File: config.mk
export PLATFORM = sky130hd
export DESIGN_NAME = ordered_list_engine_unit_flat
export DESIGN_NICKNAME = d
export VERILOG_FILES = /design/src/rtl/ole_pkg.sv /design/src/rtl/ole_if.sv /design/src/rtl/ole_core.sv /design/src/rtl/ordered_list_engine_unit.sv /design/src/flat_wrapper.sv
export SDC_FILE = /design/constraint.sdc
export NUM_CORES = 1
export LEC_CHECK = 0
export BUFFER_PORTS_ARGS = -buffer_cell sky130_fd_sc_hd__buf_2
export CORE_MARGIN = 2
export CORE_UTILIZATION = 56
export DETAILED_ROUTE_END_ITERATION = 8
export PLACE_DENSITY_LB_ADDON = 0.05
export SLEW_MARGIN = 20
export SYNTH_ARGS = -nofsm -noshare
export SYNTH_HDL_FRONTEND = slang
export SYNTH_HIERARCHICAL = 1
export SYNTH_SLANG_ARGS = --single-unit
export TNS_END_PERCENT = 100
File: constraint.sdc
create_clock -name clk -period 3.7 [get_ports clk]
set_clock_uncertainty 0.15 [all_clocks]
set_input_delay 0.74 -clock clk [delete_from_list [all_inputs] [get_ports clk]]
set_output_delay 0.74 -clock clk [all_outputs]
set_load 0.01 [all_outputs]
File: src/rtl/ole_pkg.sv
// ----------------------------------------------------------------------------
// ole_pkg
// Operation codes, status codes and transaction payload types shared by the
// ordered list engine and its channel interfaces.
// ----------------------------------------------------------------------------
`default_nettype none

package ole_pkg;

    localparam int FUNC_W   = 3;
    localparam int VALUE_W  = 32;
    localparam int POS_W    = 5;
    localparam int STATUS_W = 2;
    localparam int MIDX_W   = 4;
    localparam int COUNT_W  = 5;

    typedef enum logic [FUNC_W-1:0] {
        FUNC_APPEND = 3'd0,
        FUNC_SEARCH = 3'd1,
        FUNC_DELETE = 3'd2,
        FUNC_INSERT = 3'd3,
        FUNC_POP    = 3'd4,
        FUNC_CLEAR  = 3'd5
    } func_t;

    typedef enum logic [STATUS_W-1:0] {
        ST_OK    = 2'd0,
        ST_EMPTY = 2'd1,
        ST_FULL  = 2'd2,
        ST_RANGE = 2'd3
    } status_t;

    typedef struct packed {
        logic [FUNC_W-1:0]         func;
        logic signed [VALUE_W-1:0] value;
        logic [POS_W-1:0]          position;
    } req_t;

    typedef struct packed {
        status_t              status;
        logic                 found;
        logic [MIDX_W-1:0]    match_index;
        logic [COUNT_W-1:0]   count;
    } rsp_t;

endpackage

`default_nettype wire

File: src/rtl/ole_if.sv
// ----------------------------------------------------------------------------
// ole_if
// Valid/ready channels of the ordered list engine: request and result.
// ----------------------------------------------------------------------------
`default_nettype none

interface ole_req_if;
    logic                                valid;
    logic                                ready;
    logic [ole_pkg::FUNC_W-1:0]          func;
    logic signed [ole_pkg::VALUE_W-1:0]  value;
    logic [ole_pkg::POS_W-1:0]           position;

    modport source (output valid, output func, output value, output position,
                    input ready);
    modport sink   (input valid, input func, input value, input position,
                    output ready);
endinterface

interface ole_rsp_if;
    logic                                valid;
    logic                                ready;
    logic [ole_pkg::STATUS_W-1:0]        status;
    logic                                found;
    logic [ole_pkg::MIDX_W-1:0]          match_index;
    logic [ole_pkg::COUNT_W-1:0]         count;

    modport source (output valid, output status, output found,
                    output match_index, output count, input ready);
    modport sink   (input valid, input status, input found,
                    input match_index, input count, output ready);
endinterface

`default_nettype wire

File: src/rtl/ole_core.sv
// ----------------------------------------------------------------------------
// ole_core
// List storage and sequencer. Entries live in a memory with one write port
// and one registered read port; search, delete and insert walk it one entry
// per cycle through a single read/compare/write path.
// ----------------------------------------------------------------------------
`default_nettype none

module ole_core #(
    parameter int CAPACITY   = 16,
    parameter int DATA_WIDTH = 32
) (
    input  wire logic          clk,
    input  wire logic          rst_n,
    input  wire ole_pkg::req_t req,
    input  wire logic          req_valid,
    output logic               req_ready,
    output ole_pkg::rsp_t      rsp,
    output logic               rsp_valid,
    input  wire logic          rsp_take
);
    import ole_pkg::*;

    localparam int AW   = (CAPACITY > 1) ? $clog2(CAPACITY) : 1;
    localparam int CW   = $clog2(CAPACITY + 1);
    localparam int SW   = (DATA_WIDTH < VALUE_W) ? DATA_WIDTH : VALUE_W;
    localparam int CMPW = (CW > POS_W) ? CW : POS_W;

    typedef enum logic [2:0] {
        S_IDLE,
        S_SEARCH,
        S_DELETE,
        S_INSERT,
        S_RESULT
    } state_t;

    state_t          state_reg;
    logic [CW-1:0]   cnt_reg;
    logic [CW-1:0]   idx_reg;
    logic            pend_reg;
    logic [AW-1:0]   pend_addr_reg;
    logic [AW-1:0]   pos_reg;
    logic [SW-1:0]   val_reg;
    status_t         status_reg;
    logic            found_reg;
    logic [AW-1:0]   midx_reg;
    logic [SW-1:0]   rdata_reg;
    logic [SW-1:0]   mem [CAPACITY];

    logic            start;
    logic            list_empty;
    logic            is_full;
    logic            hit;
    logic            more;
    logic            ins_more;
    logic [CMPW-1:0] pos_x;
    logic [CMPW-1:0] cnt_x;
    logic            rd_en;
    logic [AW-1:0]   rd_addr;
    logic            wr_en;
    logic [AW-1:0]   wr_addr;
    logic [SW-1:0]   wr_data;

    assign start      = req_valid && (state_reg == S_IDLE);
    assign list_empty = (cnt_reg == '0);
    assign is_full    = (cnt_reg == CW'(CAPACITY));
    assign pos_x      = CMPW'(req.position);
    assign cnt_x      = CMPW'(cnt_reg);
    // In search the pending flag marks that read data for pend_addr is ready.
    assign hit        = pend_reg && (rdata_reg == val_reg);
    assign more       = (idx_reg < cnt_reg);
    assign ins_more   = (idx_reg > CW'(pos_reg));

    always_comb
    begin
        rd_en   = 1'b0;
        rd_addr = AW'(idx_reg);
        wr_en   = 1'b0;
        wr_addr = pend_addr_reg;
        wr_data = rdata_reg;
        unique case (state_reg)
            S_IDLE:
            begin
                if (start && (req.func == FUNC_APPEND) && !is_full)
                begin
                    wr_en   = 1'b1;
                    wr_addr = AW'(cnt_reg);
                    wr_data = req.value[SW-1:0];
                end
            end
            S_SEARCH:
            begin
                rd_en = !hit && more;
            end
            S_DELETE:
            begin
                wr_en   = pend_reg;
                wr_addr = pend_addr_reg - AW'(1);
                rd_en   = more;
            end
            S_INSERT:
            begin
                rd_en   = ins_more;
                rd_addr = AW'(idx_reg - CW'(1));
                if (pend_reg)
                begin
                    wr_en   = 1'b1;
                    wr_addr = pend_addr_reg + AW'(1);
                end
                else if (!ins_more)
                begin
                    // All later entries have moved up; drop the new word in.
                    wr_en   = 1'b1;
                    wr_addr = pos_reg;
                    wr_data = val_reg;
                end
            end
            S_RESULT:
            begin
            end
            default:
            begin
            end
        endcase
    end

    always_ff @(posedge clk)
    begin
        if (wr_en)
        begin
            mem[wr_addr] <= wr_data;
        end
        if (rd_en)
        begin
            rdata_reg <= mem[rd_addr];
        end
    end

    always_ff @(posedge clk or negedge rst_n)
    begin
        if (!rst_n)
        begin
            state_reg     <= S_IDLE;
            cnt_reg       <= '0;
            idx_reg       <= '0;
            pend_reg      <= 1'b0;
            pend_addr_reg <= '0;
            pos_reg       <= '0;
            val_reg       <= '0;
            status_reg    <= ST_OK;
            found_reg     <= 1'b0;
            midx_reg      <= '0;
        end
        else
        begin
            unique case (state_reg)
                S_IDLE:
                begin
                    if (start)
                    begin
                        status_reg <= ST_OK;
                        found_reg  <= 1'b0;
                        midx_reg   <= '0;
                        pend_reg   <= 1'b0;
                        val_reg    <= req.value[SW-1:0];
                        pos_reg    <= AW'(req.position);
                        state_reg  <= S_RESULT;
                        unique case (req.func)
                            FUNC_APPEND:
                            begin
                                if (is_full)
                                    status_reg <= ST_FULL;
                                else
                                    cnt_reg <= cnt_reg + CW'(1);
                            end
                            FUNC_SEARCH:
                            begin
                                idx_reg   <= '0;
                                state_reg <= S_SEARCH;
                            end
                            FUNC_DELETE:
                            begin
                                if (list_empty)
                                    status_reg <= ST_EMPTY;
                                else if (pos_x >= cnt_x)
                                    status_reg <= ST_RANGE;
                                else
                                begin
                                    idx_reg   <= CW'(req.position) + CW'(1);
                                    state_reg <= S_DELETE;
                                end
                            end
                            FUNC_INSERT:
                            begin
                                if (list_empty)
                                    status_reg <= ST_EMPTY;
                                else if (is_full)
                                    status_reg <= ST_FULL;
                                else if (pos_x > cnt_x)
                                    status_reg <= ST_RANGE;
                                else
                                begin
                                    idx_reg   <= cnt_reg;
                                    state_reg <= S_INSERT;
                                end
                            end
                            FUNC_POP:
                            begin
                                if (list_empty)
                                    status_reg <= ST_EMPTY;
                                else
                                    cnt_reg <= cnt_reg - CW'(1);
                            end
                            FUNC_CLEAR:
                            begin
                                cnt_reg <= '0;
                            end
                            default:
                            begin
                            end
                        endcase
                    end
                end
                S_SEARCH:
                begin
                    if (hit)
                    begin
                        found_reg <= 1'b1;
                        midx_reg  <= pend_addr_reg;
                        state_reg <= S_RESULT;
                    end
                    else if (more)
                    begin
                        pend_reg      <= 1'b1;
                        pend_addr_reg <= AW'(idx_reg);
                        idx_reg       <= idx_reg + CW'(1);
                    end
                    else
                    begin
                        state_reg <= S_RESULT;
                    end
                end
                S_DELETE:
                begin
                    if (more)
                    begin
                        pend_reg      <= 1'b1;
                        pend_addr_reg <= AW'(idx_reg);
                        idx_reg       <= idx_reg + CW'(1);
                    end
                    else
                    begin
                        // The last pending move is written at this same edge.
                        pend_reg  <= 1'b0;
                        cnt_reg   <= cnt_reg - CW'(1);
                        state_reg <= S_RESULT;
                    end
                end
                S_INSERT:
                begin
                    if (ins_more)
                    begin
                        pend_reg      <= 1'b1;
                        pend_addr_reg <= AW'(idx_reg - CW'(1));
                        idx_reg       <= idx_reg - CW'(1);
                    end
                    else if (pend_reg)
                    begin
                        pend_reg <= 1'b0;
                    end
                    else
                    begin
                        cnt_reg   <= cnt_reg + CW'(1);
                        state_reg <= S_RESULT;
                    end
                end
                S_RESULT:
                begin
                    if (rsp_take)
                        state_reg <= S_IDLE;
                end
                default:
                begin
                    state_reg <= S_IDLE;
                end
            endcase
        end
    end

    assign req_ready       = (state_reg == S_IDLE);
    assign rsp_valid       = (state_reg == S_RESULT);
    assign rsp.status      = status_reg;
    assign rsp.found       = found_reg;
    assign rsp.match_index = MIDX_W'(midx_reg);
    assign rsp.count       = COUNT_W'(cnt_reg);

endmodule

`default_nettype wire

File: src/rtl/ordered_list_engine_unit.sv
// ----------------------------------------------------------------------------
// ordered_list_engine_unit
// Ordered list of signed words with append, search, delete, insert, pop and
// clear, one result transaction per request transaction.
//
//   Channel  Role    Payload
//   req      sink    func, value, position
//   rsp      source  status, found, match_index, count
//
// Append, pop, clear and rejected requests are settled as the request is
// taken; search, delete and insert walk the entry memory one entry per
// cycle on its single read port. A new request is taken once the sequencer
// has passed its result to the output register, which may still be waiting
// on rsp.ready. Reset empties the list; no clearing pass is needed.
// ----------------------------------------------------------------------------
`default_nettype none

module ordered_list_engine_unit #(
    parameter int CAPACITY   = 16,
    parameter int DATA_WIDTH = 32
) (
    input  wire logic clk,
    input  wire logic rst_n,
    ole_req_if.sink   req,
    ole_rsp_if.source rsp
);
    import ole_pkg::*;

    req_t core_req;
    rsp_t core_rsp;
    logic core_ready;
    logic core_rsp_valid;
    logic take;
    logic out_valid_reg;
    rsp_t out_reg;

    assign core_req.func     = req.func;
    assign core_req.value    = req.value;
    assign core_req.position = req.position;
    assign req.ready         = core_ready;

    assign take = core_rsp_valid && (!out_valid_reg || rsp.ready);

    ole_core #(
        .CAPACITY   (CAPACITY),
        .DATA_WIDTH (DATA_WIDTH)
    ) u_core (
        .clk       (clk),
        .rst_n     (rst_n),
        .req       (core_req),
        .req_valid (req.valid),
        .req_ready (core_ready),
        .rsp       (core_rsp),
        .rsp_valid (core_rsp_valid),
        .rsp_take  (take)
    );

    always_ff @(posedge clk or negedge rst_n)
    begin
        if (!rst_n)
        begin
            out_valid_reg <= 1'b0;
        end
        else if (take)
        begin
            out_valid_reg <= 1'b1;
        end
        else if (rsp.ready)
        begin
            out_valid_reg <= 1'b0;
        end
    end

    always_ff @(posedge clk)
    begin
        if (take)
        begin
            out_reg <= core_rsp;
        end
    end

    assign rsp.valid       = out_valid_reg;
    assign rsp.status      = out_reg.status;
    assign rsp.found       = out_reg.found;
    assign rsp.match_index = out_reg.match_index;
    assign rsp.count       = out_reg.count;

endmodule

`default_nettype wire
File: src/flat_wrapper.sv
// flat-port wrapper written by rule: the top's interface ports become plain ports
module ordered_list_engine_unit_flat import ole_pkg::*;
#(
    parameter int CAPACITY   = 16,
    parameter int DATA_WIDTH = 32
)
  (clk, rst_n, req_valid, req_func, req_value, req_position, req_ready, rsp_valid, rsp_status, rsp_found, rsp_match_index, rsp_count, rsp_ready);
  ole_req_if req_i ();
  ole_rsp_if rsp_i ();
  input  wire logic clk;
  input  wire logic rst_n;
  input wire logic [$bits(req_i.valid)-1:0] req_valid;
  input wire logic [$bits(req_i.func)-1:0] req_func;
  input wire logic [$bits(req_i.value)-1:0] req_value;
  input wire logic [$bits(req_i.position)-1:0] req_position;
  output wire logic [$bits(req_i.ready)-1:0] req_ready;
  output wire logic [$bits(rsp_i.valid)-1:0] rsp_valid;
  output wire logic [$bits(rsp_i.status)-1:0] rsp_status;
  output wire logic [$bits(rsp_i.found)-1:0] rsp_found;
  output wire logic [$bits(rsp_i.match_index)-1:0] rsp_match_index;
  output wire logic [$bits(rsp_i.count)-1:0] rsp_count;
  input wire logic [$bits(rsp_i.ready)-1:0] rsp_ready;
  assign req_i.valid = req_valid;
  assign req_i.func = req_func;
  assign req_i.value = req_value;
  assign req_i.position = req_position;
  assign req_ready = req_i.ready;
  assign rsp_valid = rsp_i.valid;
  assign rsp_status = rsp_i.status;
  assign rsp_found = rsp_i.found;
  assign rsp_match_index = rsp_i.match_index;
  assign rsp_count = rsp_i.count;
  assign rsp_i.ready = rsp_ready;
  ordered_list_engine_unit #(.CAPACITY(CAPACITY), .DATA_WIDTH(DATA_WIDTH)) u_core (.clk(clk), .rst_n(rst_n), .req(req_i), .rsp(rsp_i));
endmodule
==> impl_metrics.json <==
{
  "status": "complete, no violations",
  "overflow": 0,
  "powerDensity_nw_per_um2": 798,
  "async_flop_share_pct": 10.0,
  "setup_violations": 0,
  "ys_warn_count": 6,
  "clkSlewWorstSetupHoldPaths_ps": 60,
  "cp-end-kind": "flip-flop",
  "clock_sinks": 618,
  "cts-root-buf": "clkbuf_16",
  "first_global_vias": 15745,
  "yosysTopAreaCellShare_pct": 65.2,
  "area_growth_pct": 16.9,
  "ctsHtreeMaxLevel": 2,
  "tightest_slew_ps": 824,
  "synthMostInstantiatedCell": "edfxtp_1",
  "synth-seq-cells": 618,
  "grt_use_total_pct": 28.9,
  "dr.pass1.iters": 6,
  "io-pin-count": 58,
  "critPathKind": "flip-flop to flip-flop",
  "max_freq_mhz": 286,
  "fin_crit_sh_pct": 94.6,
  "synth_ff_type": "edfxtp_1",
  "synthesis.nets": 1799,
  "cts_buffers": 61,
  "finalHoldViolCount": 0,
  "cap_violations": 0,
  "syn_area_per_cell_um2": 14.8,
  "critPathMaxFanout": 16,
  "dp.cells": 2424,
  "detailed_place_hpwl_um": 42800,
  "routedWlPerCell_um": 26.4,
  "nets": 1953,
  "die_x_um": 218,
  "max_slew_margin_pct": 45.0,
  "start_util_pct": 56.6,
  "ant_nets": 0,
  "portBuffers": 57,
  "fp-row-count": 78,
  "cts_tree": "done",
  "gp_congestion": 0.873,
  "core_area_um2": 45300,
  "p_leak_nw": 10.5,
  "finalPower_w": 0.0239,
  "grt_max_degree": 53,
  "setup_tns_ps": 0,
  "netlist_instances": 1733,
  "yosys.area.top_type": "edfxtp_1",
  "grt_pass1_wl_um": 99600,
  "synth_area_um2": 25600,
  "critPathArrivalTime_ps": 3680,
  "chipHeight_um": 218,
  "drt_iter0_drc": 1870,
  "antenna_found_initial": 2,
  "fin_crit_ps": 3500,
  "synth-edff-count": 556,
  "setup_ws_ps": 199,
  "rsz0062_at_grt": "no",
  "drive_gt1_share_pct": 22.0,
  "wl_um": 67000,
  "synth.top_cells.by_count": "edfxtp_1, nand2_1, nand3_1",
  "vdd_ir_drop_max_v": 0.000643,
  "final_util_pct": 66.2,
  "drv_slew": 0,
  "antenna_cells": 0,
  "vias": 15680,
  "clock_path_buffers": 3,
  "viasPerCell": 6.17,
  "clk_latency_ps": 640,
  "die_area_um2": 47500,
  "pre_cts_slack_ps": 4.01,
  "seq_area_frac_synth_pct": 71.2,
  "yosys-top-cells-area": "edfxtp_1, dfrtp_1, mux4_2",
  "largest_reg_flops": 512,
  "netlist-cell-type-count": 73,
  "startpoint_type": "flip-flop",
  "crit_required_ps": 3880,
  "worstHoldPathType": "input pin to async pin",
  "final-instance-count-excl-fill": 2540,
  "drcViolationCount": 0
}
## area by class of cell
type / instances / area, um^2
clock inverters: 23 / 265
well taps: 600 / 751
repair buffers: 189 / 1780
multi-input cells: 960 / 6980
fillers: 3205 / 15300
flip-flops and latches: 618 / 18200
clock buffers: 93 / 1720
inverters: 57 / 214
## placed cells by master, fill, tap and decap left out, types with 4 or more instances in the layout
master and n:
nor4_1 9, buf_4 93, nand3_1 137, clkinv_2 8, nand2_1 290, o21ai_0 57
a31oi_1 6, a22oi_1 34, a211oi_1 6, nor2_4 18, buf_2 56, inv_1 56
bufinv_16 4, buf_12 40, xnor2_1 6, nand2b_1 12, and2_2 4, clkbuf_8 7
edfxtp_1 556, clkbuf_16 61, mux4_2 65, nand4_1 35, a222oi_1 32, clkinv_1 5
nor3_1 12, mux2i_1 7, nor2b_1 5, clkbuf_1 25, nor2_1 20, xor2_1 33
a21oi_1 23, ha_1 21, or3_1 4, mux2_2 37, o21ai_1 9, dfrtp_1 62
o22ai_1 8, and2_1 6
## logic make-up after synthesis
logic type      synth area share [%]
xor+xnor                        1.37
mux                             7.66
flops                           71.2
fa+ha+maj                       1.07
simple gates                    10.4
compound gates                  5.87
buf+inv                         2.41
## power by group
group	switching, W	total [W]	internal [W]	leakage [nW]
sequential	0.000418	0.00949	0.00907	5.81
clock	0.00261	0.00610	0.00348	0.957
combinational	0.00534	0.00831	0.00297	3.70
## through the flow
step / instance area [um^2] / hold WS [ps]
floorplan: 25700 / 271
global placement: 28000 / 284
detailed placement: 28000 / 295
CTS: 30000 / 10.7
global route: 30000 / 18.2
finish: 30000 / 5.55
## what timing repair did
| item | 4_1_cts | 5_1_grt |
|---|---|---|
| endpoints found under the setup margin | 0 | 107 |
| gates resized for setup | 0 | 1 |
| buffers inserted | 0 | 0 |
| hold buffers | 0 | 0 |
## worst max-delay path, stage by stage (launching register included)
cell	delay, ps
dfrtp_1	450
inv_1	180
ha_1	260
o221a_2	330
nor2_1	380
o21ai_0	190
a221oi_2	430
nand2b_1	340
nor2_4	280
buf_12	190
## per-layer routing
| layer | vias to the layer above | share of wire [%] | global-route usage (%) | wire length (um) |
|---|---|---|---|---|
| met1 | 7893 | 43 | 41.4 | 28500 |
| met4 | 0 | 3.0 | 9.07 | 2030 |
| met2 | 708 | 47 | 45.2 | 31200 |
| li1 | 6957 | - | - | - |
| met5 | - | 0 | 0 | 0 |
| met3 | 122 | 7.7 | 5.58 | 5180 |
## worst paths after layout
path	depth (start not counted)	slack [ps]	startpoint	to
worst max-delay path	9	200	u_core/u_core/idx_reg[0]	u_core/u_core/mem[6][19]
worst min-delay path	1	6	rst_n	u_core/u_core/cnt_reg[2]
worst max register to register	9	200	u_core/u_core/idx_reg[0]	u_core/u_core/mem[6][19]
worst min register to register	0	300	u_core/u_core/midx_reg[3]	u_core/rsp.match_index[3]
max in group asynchronous	2	2720	rst_n	u_core/u_core/midx_reg[3]
min in group clk	2	190	req_value[26]	u_core/u_core/val_reg[26]
(Power assumes the default switching activity.)
